File: config.mk
export PLATFORM = sky130hd
export DESIGN_NAME = base64_decoder_variant_check
export DESIGN_NICKNAME = d
export VERILOG_FILES = /design/src/hdl/bdv_pkg.sv /design/src/hdl/bdv_front.sv /design/src/hdl/bdv_queue.sv /design/src/hdl/bdv_back.sv /design/src/hdl/base64_decoder_variant_check.sv
export SDC_FILE = /design/constraint.sdc
export NUM_CORES = 1
export LEC_CHECK = 0
export BUFFER_PORTS_ARGS = -buffer_cell sky130_fd_sc_hd__buf_4
export CAP_MARGIN = 15
export CELL_PAD_IN_SITES_DETAIL_PLACEMENT = 1
export CELL_PAD_IN_SITES_GLOBAL_PLACEMENT = 1
export CORE_ASPECT_RATIO = 1.4
export CORE_MARGIN = 8
export CORE_UTILIZATION = 46
export DETAILED_ROUTE_END_ITERATION = 7
export MAX_ROUTING_LAYER = met4
export PLACE_DENSITY = 0.84
export SETUP_SLACK_MARGIN = 0.2
export SLEW_MARGIN = 0
export SYNTH_ARGS = -nofsm -noshare
export SYNTH_HDL_FRONTEND = slang
export SYNTH_HIERARCHICAL = 1
export SYNTH_SLANG_ARGS = --single-unit
File: constraint.sdc
create_clock -name clock -period 3.7 [get_ports clock]
set_input_delay 0.74 -clock clock [delete_from_list [all_inputs] [get_ports clock]]
set_output_delay 0.74 -clock clock [all_outputs]
set_load 0.05 [all_outputs]
File: src/hdl/bdv_pkg.sv
// ----------------------------------------------------------------------------
// bdv_pkg
// Shared types, constants and the character classifier of the base64 decoder.
// ----------------------------------------------------------------------------
`default_nettype none

package bdv_pkg;

   // default number of entries in the queue between front and back
   localparam int unsigned QueueDepth = 2;

   typedef enum logic [1:0] {
      STATUS_OK       = 2'd0,
      STATUS_BAD_CHAR = 2'd1,
      STATUS_MIXED    = 2'd2,
      STATUS_BAD_PAD  = 2'd3
   } status_type;

   // alphabet class of one character
   typedef enum logic [2:0] {
      CLS_COMMON = 3'd0,   // letter or digit, common to all alphabets
      CLS_PLUS   = 3'd1,   // '+'
      CLS_SLASH  = 3'd2,   // '/'
      CLS_COMMA  = 3'd3,   // ','
      CLS_URL    = 3'd4    // '-' or '_'
   } char_class_type;

   // variant flags
   localparam logic [3:0] VF_URL   = 4'h1;
   localparam logic [3:0] VF_BOTH  = 4'h2;
   localparam logic [3:0] VF_STAND = 4'h4;
   localparam logic [3:0] VF_IMAP  = 4'h8;

   // ASCII codes
   localparam logic [7:0] CH_UPPER_A = 8'h41;
   localparam logic [7:0] CH_UPPER_Z = 8'h5A;
   localparam logic [7:0] CH_LOWER_A = 8'h61;
   localparam logic [7:0] CH_LOWER_Z = 8'h7A;
   localparam logic [7:0] CH_ZERO    = 8'h30;
   localparam logic [7:0] CH_NINE    = 8'h39;
   localparam logic [7:0] CH_PLUS    = 8'h2B;
   localparam logic [7:0] CH_SLASH   = 8'h2F;
   localparam logic [7:0] CH_COMMA   = 8'h2C;
   localparam logic [7:0] CH_MINUS   = 8'h2D;
   localparam logic [7:0] CH_UNDER   = 8'h5F;
   localparam logic [7:0] CH_EQUAL   = 8'h3D;

   localparam logic [7:0] LOWER_BASE = 8'd26;
   localparam logic [7:0] DIGIT_BASE = 8'd52;

   // one classified character as it travels from front to back
   typedef struct packed {
      logic [5:0]     sextet;
      char_class_type cls;
      logic           is_pad;
      logic           is_bad;
      logic           last;
   } char_item_type;

   function automatic char_item_type classify(input logic [7:0] c, input logic last);
      char_item_type item;
      item.sextet = '0;
      item.cls    = CLS_COMMON;
      item.is_pad = 1'b0;
      item.is_bad = 1'b0;
      item.last   = last;
      if (c >= CH_UPPER_A && c <= CH_UPPER_Z) begin
         item.sextet = 6'(c - CH_UPPER_A);
      end else if (c >= CH_LOWER_A && c <= CH_LOWER_Z) begin
         item.sextet = 6'(c - CH_LOWER_A + LOWER_BASE);
      end else if (c >= CH_ZERO && c <= CH_NINE) begin
         item.sextet = 6'(c - CH_ZERO + DIGIT_BASE);
      end else if (c == CH_PLUS) begin
         item.sextet = 6'd62;
         item.cls    = CLS_PLUS;
      end else if (c == CH_SLASH) begin
         item.sextet = 6'd63;
         item.cls    = CLS_SLASH;
      end else if (c == CH_COMMA) begin
         item.sextet = 6'd63;
         item.cls    = CLS_COMMA;
      end else if (c == CH_MINUS) begin
         item.sextet = 6'd62;
         item.cls    = CLS_URL;
      end else if (c == CH_UNDER) begin
         item.sextet = 6'd63;
         item.cls    = CLS_URL;
      end else if (c == CH_EQUAL) begin
         item.is_pad = 1'b1;
      end else begin
         item.is_bad = 1'b1;
      end
      return item;
   endfunction

endpackage

`default_nettype wire

File: src/hdl/bdv_front.sv
// ----------------------------------------------------------------------------
// bdv_front
// Accepts characters and classifies them into sextet and alphabet class.
// ----------------------------------------------------------------------------
`default_nettype none

module bdv_front
   import bdv_pkg::*;
(
   input  wire logic          req_tvalid,
   output logic               req_tready,
   input  wire logic [7:0]    req_tdata,    // [7:0] char_in
   input  wire logic          req_tlast,
   output logic               push_valid,
   output char_item_type      push_item,
   input  wire logic          push_ready
);

   // accept whenever the queue has room
   assign req_tready = push_ready;
   assign push_valid = req_tvalid;
   assign push_item  = classify(req_tdata, req_tlast);

endmodule

`default_nettype wire

File: src/hdl/bdv_queue.sv
// ----------------------------------------------------------------------------
// bdv_queue
// Short queue of classified characters between front and back.
// ----------------------------------------------------------------------------
`default_nettype none

module bdv_queue
   import bdv_pkg::*;
#(
   parameter int unsigned DEPTH = QueueDepth
)(
   input  wire logic          clock,
   input  wire logic          reset,
   input  wire logic          push_valid,
   input  wire char_item_type push_item,
   output logic               push_ready,
   output logic               pop_valid,
   output char_item_type      pop_item,
   input  wire logic          pop_ready
);

   localparam int unsigned PtrW = (DEPTH > 1) ? $clog2(DEPTH) : 1;
   localparam int unsigned CntW = $clog2(DEPTH + 1);
   localparam logic [PtrW-1:0] LastPtr = PtrW'(DEPTH - 1);
   localparam logic [CntW-1:0] FullCnt = CntW'(DEPTH);

   char_item_type   entry_ff [DEPTH];
   logic [PtrW-1:0] wr_ptr_ff, wr_ptr_in;
   logic [PtrW-1:0] rd_ptr_ff, rd_ptr_in;
   logic [CntW-1:0] count_ff,  count_in;
   logic            push, pop;

   assign push_ready = (count_ff != FullCnt);
   assign pop_valid  = (count_ff != '0);
   assign pop_item   = entry_ff[rd_ptr_ff];
   assign push       = push_valid && push_ready;
   assign pop        = pop_valid && pop_ready;

   always_comb begin
      wr_ptr_in = wr_ptr_ff;
      rd_ptr_in = rd_ptr_ff;
      count_in  = count_ff;
      if (push) begin
         wr_ptr_in = (wr_ptr_ff == LastPtr) ? '0 : wr_ptr_ff + 1'b1;
      end
      if (pop) begin
         rd_ptr_in = (rd_ptr_ff == LastPtr) ? '0 : rd_ptr_ff + 1'b1;
      end
      if (push && !pop) begin
         count_in = count_ff + 1'b1;
      end else if (pop && !push) begin
         count_in = count_ff - 1'b1;
      end
   end

   always_ff @(posedge clock) begin
      if (reset) begin
         wr_ptr_ff <= '0;
         rd_ptr_ff <= '0;
         count_ff  <= '0;
      end else begin
         wr_ptr_ff <= wr_ptr_in;
         rd_ptr_ff <= rd_ptr_in;
         count_ff  <= count_in;
      end
   end

   always_ff @(posedge clock) begin
      if (push) begin
         entry_ff[wr_ptr_ff] <= push_item;
      end
   end

endmodule

`default_nettype wire

File: src/hdl/bdv_back.sv
// ----------------------------------------------------------------------------
// bdv_back
// Runs the group and variant state per character and registers the result.
// ----------------------------------------------------------------------------
`default_nettype none

module bdv_back
   import bdv_pkg::*;
(
   input  wire logic          clock,
   input  wire logic          reset,
   input  wire logic          pad_required,
   input  wire logic          pop_valid,
   input  wire char_item_type pop_item,
   output logic               pop_ready,
   output logic               rsp_tvalid,
   input  wire logic          rsp_tready,
   output logic [15:0]        rsp_tdata,    // [7:0] data_byte, [9:8] status, rest zero
   output logic               rsp_tlast,    // done_res
   output logic               rsp_tuser     // byte_valid
);

   logic [5:0] held_ff, held_in;
   logic [1:0] pos_ff, pos_in;
   logic [3:0] vf_ff, vf_in;
   logic       pad_seen_ff, pad_seen_in;
   status_type err_ff, err_in;

   logic       out_valid_ff, out_valid_in;
   logic [7:0] out_byte_ff, out_byte_in;
   logic       out_bvalid_ff, out_bvalid_in;
   logic       out_done_ff, out_done_in;
   status_type out_status_ff, out_status_in;

   logic       take;
   logic       byte_ok;
   logic [7:0] byte_val;
   status_type err_next;

   // pop while the result register is empty or drains this cycle
   assign pop_ready = !out_valid_ff || rsp_tready;
   assign take      = pop_valid && pop_ready;

   always_comb begin
      held_in       = held_ff;
      pos_in        = pos_ff;
      vf_in         = vf_ff;
      pad_seen_in   = pad_seen_ff;
      err_next      = err_ff;
      byte_ok       = 1'b0;
      byte_val      = '0;
      out_valid_in  = out_valid_ff && !rsp_tready;
      out_byte_in   = out_byte_ff;
      out_bvalid_in = out_bvalid_ff;
      out_done_in   = out_done_ff;
      out_status_in = out_status_ff;

      if (err_ff == STATUS_OK) begin
         if (pad_seen_ff) begin
            if (!(pop_item.is_pad && pos_ff == 2'd3)) begin
               err_next = STATUS_BAD_PAD;
            end
         end else if (pop_item.is_pad) begin
            if (pos_ff >= 2'd2) begin
               pad_seen_in = 1'b1;
            end else begin
               err_next = STATUS_BAD_PAD;
            end
         end else if (pop_item.is_bad) begin
            err_next = STATUS_BAD_CHAR;
         end else begin
            unique case (pop_item.cls)
               CLS_PLUS: begin
                  if ((vf_ff & VF_URL) != '0) err_next = STATUS_MIXED;
                  else vf_in = vf_ff | VF_BOTH;
               end
               CLS_SLASH: begin
                  if ((vf_ff & (VF_URL | VF_IMAP)) != '0) err_next = STATUS_MIXED;
                  else vf_in = VF_BOTH | VF_STAND;
               end
               CLS_COMMA: begin
                  if ((vf_ff & (VF_URL | VF_STAND)) != '0) err_next = STATUS_MIXED;
                  else vf_in = VF_BOTH | VF_IMAP;
               end
               CLS_URL: begin
                  if ((vf_ff & VF_BOTH) != '0) err_next = STATUS_MIXED;
                  else vf_in = VF_URL;
               end
               default: begin
               end
            endcase
            if (err_next == STATUS_OK) begin
               unique case (pos_ff)
                  2'd1: byte_val = {held_ff, pop_item.sextet[5:4]};
                  2'd2: byte_val = {held_ff[3:0], pop_item.sextet[5:2]};
                  2'd3: byte_val = {held_ff[1:0], pop_item.sextet};
                  default: byte_val = '0;
               endcase
               byte_ok = (pos_ff != 2'd0);
               held_in = pop_item.sextet;
            end
         end
      end
      pos_in = pos_ff + 2'd1;

      // length check on the final character
      if (pop_item.last && err_next == STATUS_OK) begin
         if (pos_ff == 2'd0 || (pad_required && pos_ff != 2'd3)) begin
            err_next = STATUS_BAD_PAD;
         end
      end
      err_in = err_next;

      if (take) begin
         if (byte_ok || pop_item.last) begin
            out_valid_in  = 1'b1;
            out_byte_in   = byte_val;
            out_bvalid_in = byte_ok;
            out_done_in   = pop_item.last;
            out_status_in = pop_item.last ? err_next : STATUS_OK;
         end
         // drop all string state after the final character
         if (pop_item.last) begin
            held_in     = '0;
            pos_in      = '0;
            vf_in       = '0;
            pad_seen_in = 1'b0;
            err_in      = STATUS_OK;
         end
      end else begin
         held_in     = held_ff;
         pos_in      = pos_ff;
         vf_in       = vf_ff;
         pad_seen_in = pad_seen_ff;
         err_in      = err_ff;
      end
   end

   always_ff @(posedge clock) begin
      if (reset) begin
         held_ff      <= '0;
         pos_ff       <= '0;
         vf_ff        <= '0;
         pad_seen_ff  <= 1'b0;
         err_ff       <= STATUS_OK;
         out_valid_ff <= 1'b0;
      end else begin
         held_ff      <= held_in;
         pos_ff       <= pos_in;
         vf_ff        <= vf_in;
         pad_seen_ff  <= pad_seen_in;
         err_ff       <= err_in;
         out_valid_ff <= out_valid_in;
      end
   end

   always_ff @(posedge clock) begin
      out_byte_ff   <= out_byte_in;
      out_bvalid_ff <= out_bvalid_in;
      out_done_ff   <= out_done_in;
      out_status_ff <= out_status_in;
   end

   assign rsp_tvalid = out_valid_ff;
   assign rsp_tdata  = {6'b0, out_status_ff, out_byte_ff};
   assign rsp_tlast  = out_done_ff;
   assign rsp_tuser  = out_bvalid_ff;

   // a result carries an octet, a final status or both
   a_result_has_content: assert property (@(posedge clock) disable iff (reset)
      rsp_tvalid |-> (rsp_tuser || rsp_tlast))
      else $error("result without octet or status");

   // status stays zero on results that are not final
   a_status_only_on_done: assert property (@(posedge clock) disable iff (reset)
      (rsp_tvalid && !rsp_tlast) |-> (out_status_ff == STATUS_OK))
      else $error("status on a non-final result");

   // the string state is clean after a final character is taken
   a_clear_after_last: assert property (@(posedge clock) disable iff (reset)
      (take && pop_item.last) |=> (pos_ff == 2'd0 && vf_ff == 4'd0 &&
                                   !pad_seen_ff && err_ff == STATUS_OK))
      else $error("string state not cleared after last character");

   // once an error is set, no further octet is produced within the string
   a_no_byte_after_error: assert property (@(posedge clock) disable iff (reset)
      (take && err_ff != STATUS_OK) |=> !(out_valid_ff && out_bvalid_ff))
      else $error("octet produced after an error");

endmodule

`default_nettype wire

File: src/hdl/base64_decoder_variant_check.sv
// ----------------------------------------------------------------------------
// base64_decoder_variant_check
// Streaming base64 decoder for the standard, URL-safe and IMAP alphabets
// that locks onto the first variant seen and reports a final status.
// ----------------------------------------------------------------------------
//
//  channel | direction | handshake              | content
//  --------+-----------+------------------------+-------------------------------
//  req     | in        | req_tvalid/req_tready  | tdata[7:0] char_in, tlast last_char
//  rsp     | out       | rsp_tvalid/rsp_tready  | tdata[7:0] data_byte, [9:8] status,
//          |           |                        | tuser byte_valid, tlast done_res
//  csr     | in        | csr_valid/csr_ready    | csr_data pad_required
//
//  One character per cycle sustained while rsp is not stalled; a character is
//  written to the queue at its accepting edge, and its result lands in the
//  result register when the back takes it from the queue, then is offered on rsp.
//  The back state loop (group position, held sextet, variant flags) sets the
//  rate. Reset is synchronous and clears queue, state and pad_required.
//  A stalled rsp side fills the queue, then drops req_tready; the queue lets
//  front and back stall on their own. Characters that complete no octet and are
//  not final give no result. csr_ready stays high; write only while idle.
//
// ----------------------------------------------------------------------------
`default_nettype none

module base64_decoder_variant_check
   import bdv_pkg::*;
#(
   parameter int unsigned QUEUE_DEPTH = QueueDepth   // two or more entries
)(
   input  wire logic        clock,
   input  wire logic        reset,
   input  wire logic        req_tvalid,
   output logic             req_tready,
   input  wire logic [7:0]  req_tdata,    // [7:0] char_in
   input  wire logic        req_tlast,    // last_char
   output logic             rsp_tvalid,
   input  wire logic        rsp_tready,
   output logic [15:0]      rsp_tdata,    // [7:0] data_byte, [9:8] status, [15:10] zero
   output logic             rsp_tlast,    // done_res
   output logic             rsp_tuser,    // [0] byte_valid
   input  wire logic        csr_valid,
   output logic             csr_ready,
   input  wire logic        csr_data      // pad_required
);

   char_item_type push_item, pop_item;
   logic          push_valid, push_ready;
   logic          pop_valid, pop_ready;
   logic          pad_required_ff, pad_required_in;

   // hold the configuration; the user must write only while idle, the block does not enforce it
   assign csr_ready       = 1'b1;
   assign pad_required_in = (csr_valid && csr_ready) ? csr_data : pad_required_ff;

   always_ff @(posedge clock) begin
      if (reset) begin
         pad_required_ff <= 1'b0;
      end else begin
         pad_required_ff <= pad_required_in;
      end
   end

   // front: accept and classify each transaction
   bdv_front u_front (
      .req_tvalid (req_tvalid),
      .req_tready (req_tready),
      .req_tdata  (req_tdata),
      .req_tlast  (req_tlast),
      .push_valid (push_valid),
      .push_item  (push_item),
      .push_ready (push_ready)
   );

   // queue: decouple classification from decoding
   bdv_queue #(
      .DEPTH (QUEUE_DEPTH)
   ) u_queue (
      .clock      (clock),
      .reset      (reset),
      .push_valid (push_valid),
      .push_item  (push_item),
      .push_ready (push_ready),
      .pop_valid  (pop_valid),
      .pop_item   (pop_item),
      .pop_ready  (pop_ready)
   );

   // back: advance the group state and register each result
   bdv_back u_back (
      .clock        (clock),
      .reset        (reset),
      .pad_required (pad_required_ff),
      .pop_valid    (pop_valid),
      .pop_item     (pop_item),
      .pop_ready    (pop_ready),
      .rsp_tvalid   (rsp_tvalid),
      .rsp_tready   (rsp_tready),
      .rsp_tdata    (rsp_tdata),
      .rsp_tlast    (rsp_tlast),
      .rsp_tuser    (rsp_tuser)
   );

endmodule

`default_nettype wire
==> results.py <==
metrics = {
    "synth": {
        "synthFlopType": "edfxtp_1",
        "syn_inst": 328,
        "syn_area_sq_um": 3379,
        "synth_commonest_cells": "edfxtp_1, nor2_1, dfxtp_1",
        "ys_seq_area_share_pct": 45.02,
        "synth_cell_types": 76,
        "synth-seq-cells": 58,
        "yosys_warnings": 6,
        "synth_most_common_cell": "edfxtp_1",
        "ys_top_cells_by_area": "edfxtp_1, dfxtp_1, ha_1",
        "yosys.area.top_type": "edfxtp_1",
        "synth_enable_flop_cells": 36,
        "synthArstFlopShare_pct": 0,
        "avgSynthCellArea_sq_um": 10.30,
        "synth_top_area_share_pct": 31.99,
    },
    "timing": {
        "fmax_ghz": 0.3257,
        "finalCritPeriodShare_pct": 82.98,
        "tns_ns": 0,
        "slew_headroom_pct": 56.97,
        "fin_crit_ns": 3.070,
        "hold_viol_final": 0,
        "clock_skew_ns": 0.006925,
        "slew_violations": 0,
        "worst_pin_slew_ns": 0.6426,
        "grt_setup_unrepaired": "false",
        "setup_viol": 0,
    },
    "place": {
        "gp_congestion": 0.8588,
        "hpwl_microns": 6322,
        "port_buffers": 28,
    },
    "clock_tree": {
        "clockRootBuffer": "clkbuf_8",
        "clk_latency_ns": 0.33,
        "cts_sinks": 58,
        "holdBufCountCts": 0,
        "cts_made_buffers": 9,
        "clock_path_buffers": 2,
        "ctsResizeCount": 0,
        "htreeDepth": 3,
        "postCtsSetupBuffers": 0,
        "cts_tree": "done",
        "clkTransAtPathRegs_ns": 0.07,
    },
    "floorplanning": {
        "die-height_microns": 117.4,
        "ios": 36,
        "fp-row-count": 37,
        "core_sq_um": 7222,
        "die_area_sq_um": 10380,
        "initial_core_util_pct": 46.79,
        "die_x_microns": 88.44,
    },
    "pwr": {
        "p_leak_nw": 1.477,
        "internal_power_mw": 1.530,
        "peakVddDrop_v": 0.0002398,
        "p_total_mw": 2.523,
        "pwr-share-comb_pct": 39.2,
        "switching_share_pct": 39.33,
        "power_frac_clock_pct": 24.4,
        "p_switching_mw": 0.9923,
        "seqPwrFrac_pct": 36.3,
        "power.density_nw_per_um2": 662.4,
    },
    "setup_path": {
        "cp_top_family": "compound AO/OA/AOI/OAI gates",
        "cp_slowest_cell": "a21oi_2",
        "rr_worst_depth": 7,
        "startpoint_type": "register",
        "max_stage_delay_ns": 0.54,
        "cp_num_buf_inv": 1,
        "crit_path_max_fanout": 12,
        "crit_arrival_ns": 3.03,
        "required_ns": 3.66,
        "r2r-end": "u_back/out_byte_ff[4]",
        "path_cells": "buf_4 > mux2_2 > o21bai_1 > a21o_1 > or2_4 > or3_4 > a21oi_2",
        "r2r_setup_slack_ns": 0.63,
        "endpoint_kind": "register",
        "critPathKind": "reg2reg",
    },
    "outcome": {
        "status": "finished, final reports clean",
    },
    "flow_run": {
        "drv_cap": 0,
    },
    "global_route": {
        "grt_usage_pct": 17.73,
        "grt_antenna_before_repair": 0,
        "overflow": 0,
        "grt_pass1_vias": 2899,
        "grt_pass1_wl_microns": 14260,
        "grt_max_degree": 15,
    },
    "detailed_routing": {
        "vias_per_cell": 5.960,
        "wl_per_cell_microns": 18.78,
        "wl_microns": 8506,
        "firstDrtPassIters": 4,
        "drtAntennaViolNets": 0,
        "drc": 0,
        "vias": 2700,
        "drt_iter0_markers": 184,
    },
    "worst_hold_path": {
        "hp-start": "u_back/held_ff[4]",
        "hold_path.class": "reg2reg",
        "whs_endpoint": "u_back/held_ff[4]",
        "holdPathStages": 1,
    },
    "finish": {
        "drive_gt1_share_pct": 21.63,
        "n_antenna_cell": 0,
        "nNetsFinal": 381,
        "area_growth_pct": 12.70,
    },
}
==> layer usage <==
metal | part of all wire, % | global-route usage, % | vias to the layer above
met1 | 40 | 18.13 | 1357
li1 | - | - | 1270
met3 | 2.7 | 2.935 | 12
met2 | 56 | 31.55 | 61
met5 | 0 | - | -
met4 | 2.0 | 7.864 | 0
==> worst reg2reg max path: stages, from the launching register on <==
cell      delay, ns
dfxtp_1        0.40
buf_4          0.21
mux2_2         0.45
o21bai_1       0.19
a21o_1         0.19
or2_4          0.27
or3_4          0.44
a21oi_2        0.55
==> flip-flops by register name (all words and copies together), names as in the netlist, 2 cells and up, named ones only <==
name                  count
u_back/pos_ff             2
u_queue/count_ff          2
u_back/out_byte_ff        8
u_queue/entry_ff         24
u_back/held_ff            6
u_back/vf_ff              4
u_back/err_ff             2
u_back/out_status_ff      2
==> placed cells by master, fill, tap and decap left out, types with 3 or more instances in the layout <==
cell,n
edfxtp_1,36
a31oi_1,5
a222oi_1,8
and2_1,3
dfxtp_1,22
mux2i_1,3
buf_4,29
conb_1,7
nor3_1,7
nor2_1,29
o211ai_1,3
nand3_1,7
clkbuf_8,10
a22o_1,6
o21ai_0,11
a21oi_1,18
nand2b_1,4
ha_1,15
a211oi_1,3
nand2_1,20
xor2_1,3
nor2b_1,4
a22oi_1,3
mux2_2,12
inv_1,20
==> layout make-up <==
type | instances | area (sq um)
sequential | 58 | 1521
timing repair buffer | 29 | 217.7
tap | 97 | 121.4
clock inverter | 4 | 47.55
fill | 832 | 3413
clock buffer | 12 | 166.4
multi-input combinational | 232 | 1655
inverter | 21 | 78.83
==> logic make-up after synthesis <==
kind of cell,Yosys count,share of synthesized area (%)
AOI/OAI and AO/OA,96,21.81
and+or+nand+nor,96,15.18
DFF,58,45.02
buffers and inverters,43,6.553
adders and majority gates,15,5.553
muxes,15,4.887
xor gates and xnor gates,3,0.7776
other,2,0.2222
==> stage by stage <==
| stage | util [%] | worst slack, ns | hold WS, ns | std cells | cell area [sq um] |
|---|---|---|---|---|---|
| floorplan | - | 0.8388 | 0.4482 | 333 | 3398 |
| global placement | 49.77 | 0.7507 | 0.4657 | 437 | 3595 |
| detailed placement | 49.77 | 0.6243 | 0.4775 | 437 | 3595 |
| CTS | 52.74 | 0.6023 | 0.4921 | 453 | 3809 |
| global route | 52.74 | 0.4859 | 0.5153 | 453 | 3809 |
| finish | 52.74 | 0.6297 | 0.4956 | 453 | 3809 |
==> power groups by stage <==
stage / Combinational [mW] / Clock, mW / Sequential, mW
2_1_floorplan: 0.637 / 0 / 1.03
3_3_place_gp: 0.941 / 0 / 0.920
3_5_place_dp: 0.977 / 0 / 0.928
4_1_cts: 0.988 / 0.633 / 0.918
5_1_grt: 1.07 / 0.657 / 0.933
6_report: 0.990 / 0.616 / 0.917
==> how the worst max path moves through the flow <==
| stage | depth (start not counted) | end | slack, ns | start |
|---|---|---|---|---|
| 2_1_floorplan | 9 | u_back/out_byte_ff[0] | 0.84 | register |
| 3_3_place_gp | 7 | u_back/out_byte_ff[5] | 0.75 | register |
| 3_5_place_dp | 7 | u_back/out_byte_ff[7] | 0.62 | register |
| 4_1_cts | 7 | u_back/out_byte_ff[4] | 0.60 | register |
| 5_1_grt | 7 | u_back/out_byte_ff[2] | 0.49 | register |
| 6_report | 7 | u_back/out_byte_ff[4] | 0.63 | register |
(Power assumes the default switching activity.)
